<file path="src/sv/bezier_patch_flatness_error_macros.svh">
// ---------------------------------------------------------------------------
// Bezier patch flatness error: assertion macros
// Implication checks sampled on clk_i, disabled while rst_ni is low.
// ---------------------------------------------------------------------------
`ifndef BEZIER_PATCH_FLATNESS_ERROR_MACROS_SVH
`define BEZIER_PATCH_FLATNESS_ERROR_MACROS_SVH

// same-cycle implication
`define BPFE_ASSERT_IMP(lbl, ante, cons) \
  lbl: assert property (@(posedge clk_i) disable iff (!rst_ni) (ante) |-> (cons)) \
    else $error("assertion failed");

// next-cycle implication
`define BPFE_ASSERT_NXT(lbl, ante, cons) \
  lbl: assert property (@(posedge clk_i) disable iff (!rst_ni) (ante) |=> (cons)) \
    else $error("assertion failed");

`endif

</file>
<file path="src/sv/bpfe_pkg.sv">
// ---------------------------------------------------------------------------
// Bezier patch flatness error: package
// Sizes, register indexes and the controller-to-datapath command.
// ---------------------------------------------------------------------------
`default_nettype none

package bpfe_pkg;

  localparam int MAX_DEGREE  = 15;
  localparam int DEG_W       = 4;
  localparam int STORE_DEPTH = (MAX_DEGREE + 1) * (MAX_DEGREE + 1);
  localparam int ADDR_W      = $clog2(STORE_DEPTH);
  localparam int CNT_W       = ADDR_W + 1;
  localparam int COORD_W     = 32;
  localparam int POINT_W     = 3 * COORD_W;
  localparam int WT_W        = 2 * DEG_W;
  localparam int ACC_W       = COORD_W + WT_W + 2;
  localparam int DIV_STEP    = 4;
  localparam int DIV_W       = ((ACC_W + DIV_STEP) / DIV_STEP) * DIV_STEP;
  localparam int DIV_CYC     = DIV_W / DIV_STEP;
  localparam int SQ_W        = 2 * COORD_W;
  localparam int RT_CYC      = SQ_W / 2;
  localparam int ERR_W       = 32;

  typedef enum logic [0:0] {
    REG_DEGREE_U = 1'b0,
    REG_DEGREE_V = 1'b1
  } reg_idx_e;

  typedef struct packed {
    logic              mem_we;
    logic [ADDR_W-1:0] wr_addr;
    logic              rd_en;
    logic [ADDR_W-1:0] rd_addr;
    logic              corner_ld;
    logic [1:0]        corner_sel;
    logic              pt_ld;
    logic [1:0]        comp;
    logic [2:0]        term;
    logic              mac;
    logic              div_init;
    logic              div_step;
    logic              sq_mul;
    logic              twist_sel;
    logic              sq_clr;
    logic              sq_add;
    logic              best_clr;
    logic              best_upd;
    logic              rt_init;
    logic              rt_step;
    logic              interp_ld;
    logic              twist_ld;
    logic              out_ld;
    logic              bad;
    logic [DEG_W-1:0]  row;
    logic [DEG_W-1:0]  col;
    logic [DEG_W-1:0]  deg_u;
    logic [DEG_W-1:0]  deg_v;
  } bpfe_cmd_t;

endpackage

`default_nettype wire

</file>
<file path="src/sv/bpfe_ctrl.sv">
// ---------------------------------------------------------------------------
// Bezier patch flatness error: controller
// Degree registers, point count and the evaluation sequencer.
// ---------------------------------------------------------------------------
`default_nettype none

module bpfe_ctrl (
  input  wire logic                 clk_i,
  input  wire logic                 rst_ni,
  input  wire logic                 cfg_we_i,
  input  wire logic [0:0]           cfg_index_i,
  input  wire logic [bpfe_pkg::DEG_W-1:0] cfg_data_i,
  input  wire logic                 in_valid_i,
  input  wire logic                 in_last_i,
  output logic                      in_ready_o,
  input  wire logic                 out_ready_i,
  output logic                      out_valid_o,
  output bpfe_pkg::bpfe_cmd_t       cmd_o
);

  localparam logic [3:0] S_IDLE = 4'd0;
  localparam logic [3:0] S_CRD  = 4'd1;
  localparam logic [3:0] S_CLD  = 4'd2;
  localparam logic [3:0] S_PRD  = 4'd3;
  localparam logic [3:0] S_PLD  = 4'd4;
  localparam logic [3:0] S_MAC  = 4'd5;
  localparam logic [3:0] S_DIV  = 4'd6;
  localparam logic [3:0] S_SQ   = 4'd7;
  localparam logic [3:0] S_ADD  = 4'd8;
  localparam logic [3:0] S_CMP  = 4'd9;
  localparam logic [3:0] S_RT1  = 4'd10;
  localparam logic [3:0] S_TSQ  = 4'd11;
  localparam logic [3:0] S_TADD = 4'd12;
  localparam logic [3:0] S_RT2  = 4'd13;
  localparam logic [3:0] S_DONE = 4'd14;

  localparam int AW = bpfe_pkg::ADDR_W;
  localparam int CW = bpfe_pkg::CNT_W;
  localparam int DW = bpfe_pkg::DEG_W;

  logic [3:0]    state_q, state_d;
  logic [DW-1:0] deg_u_q, deg_v_q;
  logic [CW-1:0] count_q, count_d, count_inc;
  logic [CW-1:0] expected;
  logic [DW-1:0] row_q, row_d, col_q, col_d;
  logic [1:0]    comp_q, comp_d, k_q, k_d;
  logic [2:0]    term_q, term_d;
  logic [5:0]    cnt_q, cnt_d;
  logic          bad_q, bad_d, bad_now;
  logic          out_valid_q, out_valid_d;
  logic          accept;
  logic [AW-1:0] row_base, pt_addr, corner_addr;

  assign in_ready_o  = (state_q == S_IDLE);
  assign out_valid_o = out_valid_q;
  assign accept      = in_valid_i && in_ready_o;

  assign count_inc = (count_q < CW'(bpfe_pkg::STORE_DEPTH + 1)) ? count_q + 1'b1 : count_q;
  assign expected  = CW'(({5'd0, deg_u_q} + 9'd1) * ({5'd0, deg_v_q} + 9'd1));
  assign bad_now   = (deg_u_q == '0) || (deg_v_q == '0) || (count_inc != expected);

  assign row_base = AW'({4'd0, row_q} * ({4'd0, deg_v_q} + 8'd1));
  assign pt_addr  = row_base + AW'(col_q);

  always_comb begin
    unique case (k_q)
      2'd0:    corner_addr = '0;
      2'd1:    corner_addr = AW'(deg_v_q);
      2'd2:    corner_addr = AW'({4'd0, deg_u_q} * ({4'd0, deg_v_q} + 8'd1));
      default: corner_addr = AW'({4'd0, deg_u_q} * ({4'd0, deg_v_q} + 8'd1)) + AW'(deg_v_q);
    endcase
  end

  always_comb begin
    state_d     = state_q;
    count_d     = count_q;
    row_d       = row_q;
    col_d       = col_q;
    comp_d      = comp_q;
    k_d         = k_q;
    term_d      = term_q;
    cnt_d       = cnt_q;
    bad_d       = bad_q;
    out_valid_d = out_valid_q && !out_ready_i;

    cmd_o            = '0;
    cmd_o.wr_addr    = count_q[AW-1:0];
    cmd_o.corner_sel = k_q;
    cmd_o.comp       = comp_q;
    cmd_o.term       = term_q;
    cmd_o.bad        = bad_q;
    cmd_o.row        = row_q;
    cmd_o.col        = col_q;
    cmd_o.deg_u      = deg_u_q;
    cmd_o.deg_v      = deg_v_q;

    unique case (state_q)
      S_IDLE: begin
        if (accept) begin
          cmd_o.mem_we = (count_q < CW'(bpfe_pkg::STORE_DEPTH));
          count_d      = count_inc;
          if (in_last_i) begin
            count_d = '0;
            bad_d   = bad_now;
            k_d     = '0;
            state_d = bad_now ? S_DONE : S_CRD;
          end
        end
      end
      S_CRD: begin
        cmd_o.rd_en    = 1'b1;
        cmd_o.rd_addr  = corner_addr;
        cmd_o.best_clr = 1'b1;
        state_d        = S_CLD;
      end
      S_CLD: begin
        cmd_o.corner_ld = 1'b1;
        if (k_q == 2'd3) begin
          row_d   = '0;
          col_d   = '0;
          state_d = S_PRD;
        end else begin
          k_d     = k_q + 1'b1;
          state_d = S_CRD;
        end
      end
      S_PRD: begin
        cmd_o.rd_en   = 1'b1;
        cmd_o.rd_addr = pt_addr;
        state_d       = S_PLD;
      end
      S_PLD: begin
        cmd_o.pt_ld  = 1'b1;
        cmd_o.sq_clr = 1'b1;
        comp_d       = '0;
        term_d       = '0;
        state_d      = S_MAC;
      end
      S_MAC: begin
        cmd_o.mac = 1'b1;
        if (term_q == 3'd4) begin
          cnt_d   = '0;
          state_d = S_DIV;
        end else begin
          term_d = term_q + 1'b1;
        end
      end
      S_DIV: begin
        cmd_o.div_init = (cnt_q == '0);
        cmd_o.div_step = (cnt_q != '0);
        cnt_d          = cnt_q + 1'b1;
        if (cnt_q == 6'(bpfe_pkg::DIV_CYC)) state_d = S_SQ;
      end
      S_SQ: begin
        cmd_o.sq_mul = 1'b1;
        state_d      = S_ADD;
      end
      S_ADD: begin
        cmd_o.sq_add = 1'b1;
        if (comp_q == 2'd2) begin
          state_d = S_CMP;
        end else begin
          comp_d  = comp_q + 1'b1;
          term_d  = '0;
          state_d = S_MAC;
        end
      end
      S_CMP: begin
        cmd_o.best_upd = 1'b1;
        if (col_q == deg_v_q) begin
          col_d = '0;
          if (row_q == deg_u_q) begin
            cnt_d   = '0;
            state_d = S_RT1;
          end else begin
            row_d   = row_q + 1'b1;
            state_d = S_PRD;
          end
        end else begin
          col_d   = col_q + 1'b1;
          state_d = S_PRD;
        end
      end
      S_RT1: begin
        cmd_o.rt_init = (cnt_q == '0);
        cmd_o.rt_step = (cnt_q != '0) && (cnt_q <= 6'(bpfe_pkg::RT_CYC));
        cnt_d         = cnt_q + 1'b1;
        if (cnt_q == 6'(bpfe_pkg::RT_CYC + 1)) begin
          cmd_o.interp_ld = 1'b1;
          cmd_o.sq_clr    = 1'b1;
          comp_d          = '0;
          state_d         = S_TSQ;
        end
      end
      S_TSQ: begin
        cmd_o.sq_mul    = 1'b1;
        cmd_o.twist_sel = 1'b1;
        state_d         = S_TADD;
      end
      S_TADD: begin
        cmd_o.sq_add = 1'b1;
        if (comp_q == 2'd2) begin
          cnt_d   = '0;
          state_d = S_RT2;
        end else begin
          comp_d  = comp_q + 1'b1;
          state_d = S_TSQ;
        end
      end
      S_RT2: begin
        cmd_o.twist_sel = 1'b1;
        cmd_o.rt_init   = (cnt_q == '0);
        cmd_o.rt_step   = (cnt_q != '0) && (cnt_q <= 6'(bpfe_pkg::RT_CYC));
        cnt_d           = cnt_q + 1'b1;
        if (cnt_q == 6'(bpfe_pkg::RT_CYC + 1)) begin
          cmd_o.twist_ld = 1'b1;
          state_d        = S_DONE;
        end
      end
      S_DONE: begin
        if (!out_valid_q || out_ready_i) begin
          cmd_o.out_ld = 1'b1;
          out_valid_d  = 1'b1;
          state_d      = S_IDLE;
        end
      end
      default: state_d = S_IDLE;
    endcase
  end

  always_ff @(posedge clk_i or negedge rst_ni) begin
    if (!rst_ni) begin
      state_q     <= S_IDLE;
      deg_u_q     <= DW'(3);
      deg_v_q     <= DW'(3);
      count_q     <= '0;
      row_q       <= '0;
      col_q       <= '0;
      comp_q      <= '0;
      k_q         <= '0;
      term_q      <= '0;
      cnt_q       <= '0;
      bad_q       <= 1'b0;
      out_valid_q <= 1'b0;
    end else begin
      state_q     <= state_d;
      count_q     <= count_d;
      row_q       <= row_d;
      col_q       <= col_d;
      comp_q      <= comp_d;
      k_q         <= k_d;
      term_q      <= term_d;
      cnt_q       <= cnt_d;
      bad_q       <= bad_d;
      out_valid_q <= out_valid_d;
      if (cfg_we_i) begin
        unique case (cfg_index_i)
          bpfe_pkg::REG_DEGREE_U: deg_u_q <= cfg_data_i;
          bpfe_pkg::REG_DEGREE_V: deg_v_q <= cfg_data_i;
          default: ;
        endcase
      end
    end
  end

endmodule

`default_nettype wire

</file>
<file path="config.mk">
export PLATFORM = sky130hd
export DESIGN_NAME = bpfe_ctrl
export DESIGN_NICKNAME = d
export VERILOG_FILES = /design/src/sv/bezier_patch_flatness_error_macros.svh /design/src/sv/bpfe_pkg.sv /design/src/sv/bpfe_ctrl.sv
export SDC_FILE = /design/constraint.sdc
export NUM_CORES = 1
export LEC_CHECK = 0
export ABC_CLOCK_PERIOD_IN_PS = 5410
export BUFFER_PORTS_ARGS = -buffer_cell sky130_fd_sc_hd__buf_2
export CORE_MARGIN = 8
export CORE_UTILIZATION = 50
export CTS_CLUSTER_SIZE = 16
export DETAILED_ROUTE_END_ITERATION = 12
export MAX_ROUTING_LAYER = met4
export PLACE_DENSITY = 0.71
export SLEW_MARGIN = 30
export SYNTH_ARGS = -nofsm -noshare
export SYNTH_HDL_FRONTEND = slang
export SYNTH_SLANG_ARGS = --single-unit
</file>
<file path="constraint.sdc">
create_clock -name clk_i -period 5.41 [get_ports clk_i]
set_input_delay 0.541 -clock clk_i [delete_from_list [all_inputs] [get_ports clk_i]]
set_output_delay 0.541 -clock clk_i [all_outputs]
set_load 0.02 [all_outputs]
</file>
# Yosys cells after proc, flatten, opt, wreduce, memory -nomap -nowiden
# Cells that the tools add are included.
# word_totals
reg_bits,44
inputBits,11
# classes
addsub,12
n_mul,3
magnitude_cmp,3
eq_ne,40
muxes,59
bitwise,1
n_reduce_logical,35
# op_table
operator,n
two-way mux 4 bit,15
one-hot mux 4 bit (15 select lines),1
!= test 2 bit (second input constant),15
equality test 4 bit (second input constant),7
two-way mux 6 bit,4
one-hot mux 6 bit (4 select lines),1
one-hot mux 8 bit (3 select lines),1
< comparator 9 bit (second input constant),2
two-way mux 9 bit,2
one-hot mux 9 bit (2 select lines),1
two-way mux 1 bit,17
adder 8 x 4 -> 8 bit,2
equality test 4 x 3 -> 1 bit (second input constant),4
two-way mux 2 bit,8
one-hot mux 4 bit (2 select lines),2
adder 4 x 1 -> 5 bit (second input constant),3
zero test 4 bit,3
adder 9 x 1 -> 9 bit (second input constant),1
multiplier 5 x 5 -> 9 bit,1
two-way mux 3 bit,3
!= test 9 bit,1
one-hot mux 3 bit (3 select lines),1
AND reduction 3 bit,3
adder 4 x 1 -> 4 bit (second input constant),2
other kinds (34),53

# Depth between registers and ports, before layout
# Gate-level depths: netlist of the first run.
# logic_depth
ltp_word,8
ltp_mapped,17
ltp_nobuf,15

# Worst setup path after synthesis of the first run
# OpenSTA, ideal clock, no wires.
# synth_path
path_kind,register to output
start,register deg_v_q[0]
end,output cmd_o[47] in the netlist's numbering
arrival_ps,4673
t_required_ps,4869
slack_ps,196
path_stages_with_launch,17
path_cell_list,dfstp_2 -> clkbuf_1 -> inv_1 -> ha_1 -> clkbuf_1 -> nand2_1 -> fa_1 -> fa_1 -> fa_1 -> inv_1 -> ha_1 -> nor2b_1 -> o21ai_0 -> a21oi_1 -> or3_1 -> a21oi_1 -> a311o_1
# synth_lines
element,line,text
start: declaration,bpfe_ctrl.sv:42,"logic [DW-1:0] deg_u_q, deg_v_q;"
start signal: assignment,bpfe_ctrl.sv:259,bpfe_pkg::REG_DEGREE_V: deg_v_q <= cfg_data_i;
end: declaration,bpfe_ctrl.sv:18,output bpfe_pkg::bpfe_cmd_t cmd_o

==> results.toml, run 1 <==
[timing]
hold_violations = 0
period_share_pct = 95.8
min_period_ns = 5.18
timing.fmax_mhz = 193
worstMarginPinSlew_ns = 0.740
setup_violations = 0
hold-worst-slack_ns = 0.235
slew_viol_final = 0
relSlewSlack_pct = 50.0
skew_ns = 0.00789

[cts]
root_buffer = "clkbuf_8"
clkTransAtPathRegs_ns = 0.08
cts-htree-levels = 2
cts.path.max_buffers = 2
clk_latency_ns = 0.31
cts_buffers = 5
cts.sinks = 44
cts_tree = "done"

[global_routing]
first_global_vias = 4754
grt_pass1_wl_um = 22700
grt_max_degree = 45
antenna_found_initial = 0
grtUsageTotal_pct = 19.4
grt_overflow = 0

[synth]
synth_most_common_cell = "nand2_1"
ys_seq_elements = 44
yosysSeqAreaShare_pct = 20.2
yosys_warnings = 0
synth_cells = 659
synthTopCellsByCount = "71 x nand2_1, 64 x ha_1, 61 x inv_1"
synth_cell_types = 73
yosys.area.top_type_share_pct = 18.3
syn_nets = 757
synth_top_flop_cell = "dfrtp_1"
syn_avg_cell_area_um2 = 8.30
synth_edf_count = 0
synthArstFlopShare_pct = 100
synth_top_cells_by_area = "dfrtp_1 18%, ha_1 15%, fa_1 8.4%"
synth_area_um2 = 5470
synth_top_cell_by_area = "dfrtp_1"

[drt]
drt_wl_total_um = 13800
dr.pass1.iters = 5
drt-wirelength-per-cell_um = 16.2
drt_first_iter_violations = 199
via_per_inst = 5.66
ant_nets = 0
vias = 4811
drc = 0

[place]
gp_congestion = 0.914
hpwl_um = 10900
dpl-instance-area_um2 = 5870
numPortBuffers = 70

[setup_path]
arrival_ns = 4.64
cpLargestDelayFamily = "adder cells"
path_buf_inv = 3
crit_top_cell = "fa_1"
critPathRequiredTime_ns = 4.87
cp-startpoint = "deg_v_q[0]"
critPathCaptureType = "primary output"
criticalPathCategory = "reg2out"
max_stage_delay_ns = 0.59
cp_cell_sequence = "ha_2, xor2_2, buf_4, nand2_1, fa_1, fa_1, fa_1, inv_1, ha_1, nor2b_1, o21ai_1, a21oi_1, or3_1, a21oi_1, a311o_1, buf_2"
cp_slowest_cell = "dfstp_2"
rr_startpoint = "deg_u_q[0]"
critPathLaunchType = "register"
crit_path_max_fanout = 8

[cells_and_area]
multi_input_area_um2 = 3980
syn2layout_area_growth_pct = 9.77
final_area_um2 = 6000
fill_cells = 1030
final_nets = 807
post-route-util_pct = 55.9
drive_gt1_share_pct = 16.3
diodes = 0
seqCellArea_um2 = 1110

[floorplanning]
initial_core_util_pct = 50.9
rows = 38
die_w_um = 121
core_area_um2 = 10700
pin_count = 71
dieArea_um2 = 14500
die_y_um = 121

[power]
p_leak_nw = 3.02
ir_worst_vdd_uv = 172
power_density_nw_per_um2 = 237
total_power_mw = 1.42

[hold_path]
min_path_type = "in2async"

[job]
drv_cap = 0

[status]
outcome = "complete, no violations"
[cell usage in the layout (no fill, tap or decap), types with 5 or more instances in the layout]
master,Yosys,final
fa_1,23,23
nand4_1,6,6
xnor2_1,28,28
nor3_1,8,8
nor2_1,34,34
or3_1,6,6
o21ai_0,33,32
buf_4,9,11
inv_1,61,61
a31oi_1,6,6
clkbuf_8,0,6
nand3_1,19,19
mux2_2,7,7
o22ai_1,5,5
a21oi_1,34,34
and3_1,11,11
nand2b_1,9,9
dfrtp_1,40,40
and2_1,26,26
xor2_1,20,19
ha_1,64,62
o31ai_1,6,6
nor2b_1,17,17
nand2_1,71,71
a21o_1,6,6
buf_2,7,69
[power by group]
part           switching [mW]  leakage (nW)  internal [mW]
clock                   0.121        0.0455          0.105
sequential             0.0244         0.540          0.340
combinational           0.464          2.43          0.369
total                   0.610          3.02          0.813
[metrics by stage]
stage	setup WS, ns	cells	TNS (ns)
2_1_floorplan	0.196	659	0
3_3_place_gp	0.520	839	0
3_5_place_dp	0.438	839	0
4_1_cts	0.0717	847	0
5_1_grt	-0.000122	850	-0.000122
6_report	0.227	850	0
[kinds of logic after synthesis]
kind of cell,Yosys count,share of synthesized area [%]
multiplexers,9,1.83
buffers and inverters,98,7.50
flip-flops,44,20.2
XOR/XNOR,49,8.10
adder cells (fa/ha/maj),87,23.1
AO/OA/AOI/OAI,135,16.1
AND/OR/NAND/NOR,236,23.1
other,1,0.0686
[routing by layer]
metal  wire, um  track usage [%]  vias to the layer above
met4        182             5.54                        0
met3        545             2.28                       14
met5          0                -                        -
met2       6690             32.1                      106
met1       6370             24.6                     2320
li1           -                -                     2371
[sequential cells by signal, summed over array words and instances (netlist names), 3 cells and up]
signal,count
deg_v_q,4
state_q,4
col_q,4
count_q,9
deg_u_q,4
row_q,4
cnt_q,6
term_q,3
[layout make-up]
| class | count | area share, % |
|---|---|---|
| inverter | 61 | 3.81 |
| clock buffer | 8 | 1.50 |
| sequential | 44 | 18.4 |
| timing repair buffer | 80 | 7.13 |
| tap | 140 | 2.92 |
| multi-input combinational | 517 | 66.2 |
[what timing repair did]
item,4_1_cts,5_1_grt
hold buffers,0,0
endpoints found under the setup margin,0,1
gates resized for setup,0,4
buffers inserted,0,3
[final timing paths]
kind	end	slack [ns]	depth (start not counted)
min in group clk_i	deg_u_q[0]	0.48	3
min reg2reg	comp_q[1]	0.52	2
max	cmd_o[47]	0.23	16
max in group asynchronous	col_q[3]	4.78	1
min	count_q[2]	0.23	1
max reg2reg	state_q[1]	0.48	14
Note: power is estimated with default switching activity, not from simulation.
==> inputs of run 2 (changes only) <==
Settings changed: CTS_CLUSTER_DIAMETER set to 30, SETUP_SLACK_MARGIN set to 0.3.
==> run 2 against run 1 <==
Compared with the run above:
- count of clock-buffer cells in the layout down 1
- sequential share of layout area down 0.65 points
- clock power down 4%
- power up 7.3%
- via count up 2.5%
- hold slack worse by 0.0089 ns
- sequential power down 1%
- first-iteration DRC count up 30%
- register-to-register slack better by 0.04 ns
- combinational power up 14%
==> results.toml, run 2 (synthesized netlist as in run 1, its figures left out) <==
[setup_path]
cpLargestDelayFamily = "adder cells"
path_buf_inv = 4
arrival_ns = 4.51
critPathCaptureType = "primary output"
rr_startpoint = "deg_v_q[1]"
rr_endpoint = "state_q[0]"
cp_slowest_cell = "dfstp_2"
rr_worst_depth = 17
max_stage_delay_ns = 0.61
crit_path_max_fanout = 5
r2r_slack_ns = 0.52
critPathRequiredTime_ns = 4.87
cp_cell_sequence = "ha_4, xor2_1, buf_4, buf_4, nand2_1, fa_1, fa_1, fa_1, inv_1, ha_4, nor2b_2, o21a_1, nand4_1, xnor2_1, a311o_1, buf_4"
critPathLaunchType = "register"
criticalPathCategory = "reg2out"

[cells_and_area]
layout_common_cells = "71 x nand2_1, 67 x buf_2, 59 x inv_1"
final_area_um2 = 6220
stdcell_count = 866
post-route-util_pct = 57.9
diodes = 0
final_nets = 823
syn2layout_area_growth_pct = 13.8
final_common_cell = "nand2_1"
largest_reg_flops = 9
top_regs = "count_q x9, cnt_q x6"
drive_gt1_share_pct = 20.1
top_register = "count_q"

[global_routing]
grt_pass1_wl_um = 23500
grtUsageTotal_pct = 19.9
grt_overflow = 0
first_global_vias = 4865
antenna_found_initial = 0
grt_max_degree = 45

[power]
intPower_mw = 0.868
p_comb_share_pct = 62.2
clock_power_share_pct = 14.3
power_frac_seq_pct = 23.6
power_density_nw_per_um2 = 245
power.switching_mw = 0.659
total_power_mw = 1.53
ir_worst_vdd_uv = 235
p_sw_share_pct = 43.1
p_leak_nw = 3.09

[place]
dp_cells = 840
numPortBuffers = 70
hpwl_um = 10900
dpl-instance-area_um2 = 5880
place_ws_ns = 0.238
gp_congestion = 0.923

[timing]
rsz0062_at_grt = "yes"
slew_viol_final = 0
skew_ns = 0.00899
hold-worst-slack_ns = 0.226
relSlewSlack_pct = 49.9
timing.fmax_mhz = 198
fin_setup_tns_ns = 0
hold_violations = 0
worstMarginPinSlew_ns = 0.752
setup_violations = 0
period_share_pct = 93.3
fin_ws_ns = 0.361
min_period_ns = 5.05

[floorplanning]
die_w_um = 121
initial_core_util_pct = 50.9
core_area_um2 = 10700
dieArea_um2 = 14500
pin_count = 71
rows = 38
die_y_um = 121

[drt]
ant_nets = 0
dr.pass1.iters = 5
drt_wl_total_um = 14300
via_per_inst = 5.69
vias = 4931
drt-wirelength-per-cell_um = 16.5
drc = 0
drt_first_iter_violations = 258

[cts]
ctsHoldBuffers = 0
cts_buffers = 5
cts.path.max_buffers = 2
root_buffer = "clkbuf_8"
clk_latency_ns = 0.31
cts_tree = "done"
cts.sinks = 44
clkTransAtPathRegs_ns = 0.09
cts-htree-levels = 2

[job]
drv_cap = 0

[hold_path]
min_path_type = "in2async"

[status]
outcome = "complete, no violations"
-- run 2: repair_timing --
action                                  4_1_cts  5_1_grt
gates resized for setup                       7       17
setup buffers                                16        2
endpoints found under the setup margin        3        8
pin swaps                                     5       14
-- run 2: worst reg2reg max path: cells and delay by family (launching register included) --
kind,cells,cell delay (ns)
xor gates and xnor gates,2,0.61
buffers and inverters,4,0.45
AOI/OAI and AO/OA,3,0.45
and+or+nand+nor,3,0.68
DFF,1,0.61
adders and majority gates,5,2.03
-- run 2: layout make-up --
type,count,area [um^2]
fillers,1027,4520
multi-input cells,517,4080
flip-flops and latches,44,1110
repair buffers,96,553
inverters,61,229
well taps,140,175
clock buffers,7,76.3
clock inverters,1,5.00
-- run 2: how the worst max path moves through the flow --
stage                from    endpoint  slack [ns]  depth (start not counted)
2_1_floorplan  deg_v_q[0]   cmd_o[47]        0.32                         16
3_3_place_gp   deg_v_q[0]  state_q[1]        0.46                         14
3_5_place_dp   deg_v_q[0]   cmd_o[47]        0.24                         15
4_1_cts        deg_v_q[1]   cmd_o[47]        0.30                         17
5_1_grt        deg_v_q[1]   cmd_o[47]        0.20                         18
6_report       deg_v_q[1]   cmd_o[47]        0.36                         16
-- run 2: power groups by stage --
stage | Combinational [mW] | Sequential, mW | Clock [mW]
2_1_floorplan | 0.636 | 0.368 | 0
3_3_place_gp | 0.805 | 0.367 | 0
3_5_place_dp | 0.822 | 0.369 | 0
4_1_cts | 0.867 | 0.359 | 0.225
5_1_grt | 1.06 | 0.361 | 0.234
6_report | 0.949 | 0.360 | 0.218
-- run 2: metal layers --
metal	up-vias	track usage, %	routed length [um]
li1	2393	-	-
met2	135	32.8	6880
met4	0	5.23	225
met1	2382	25.5	6610
met3	21	2.47	536
met5	-	-	0
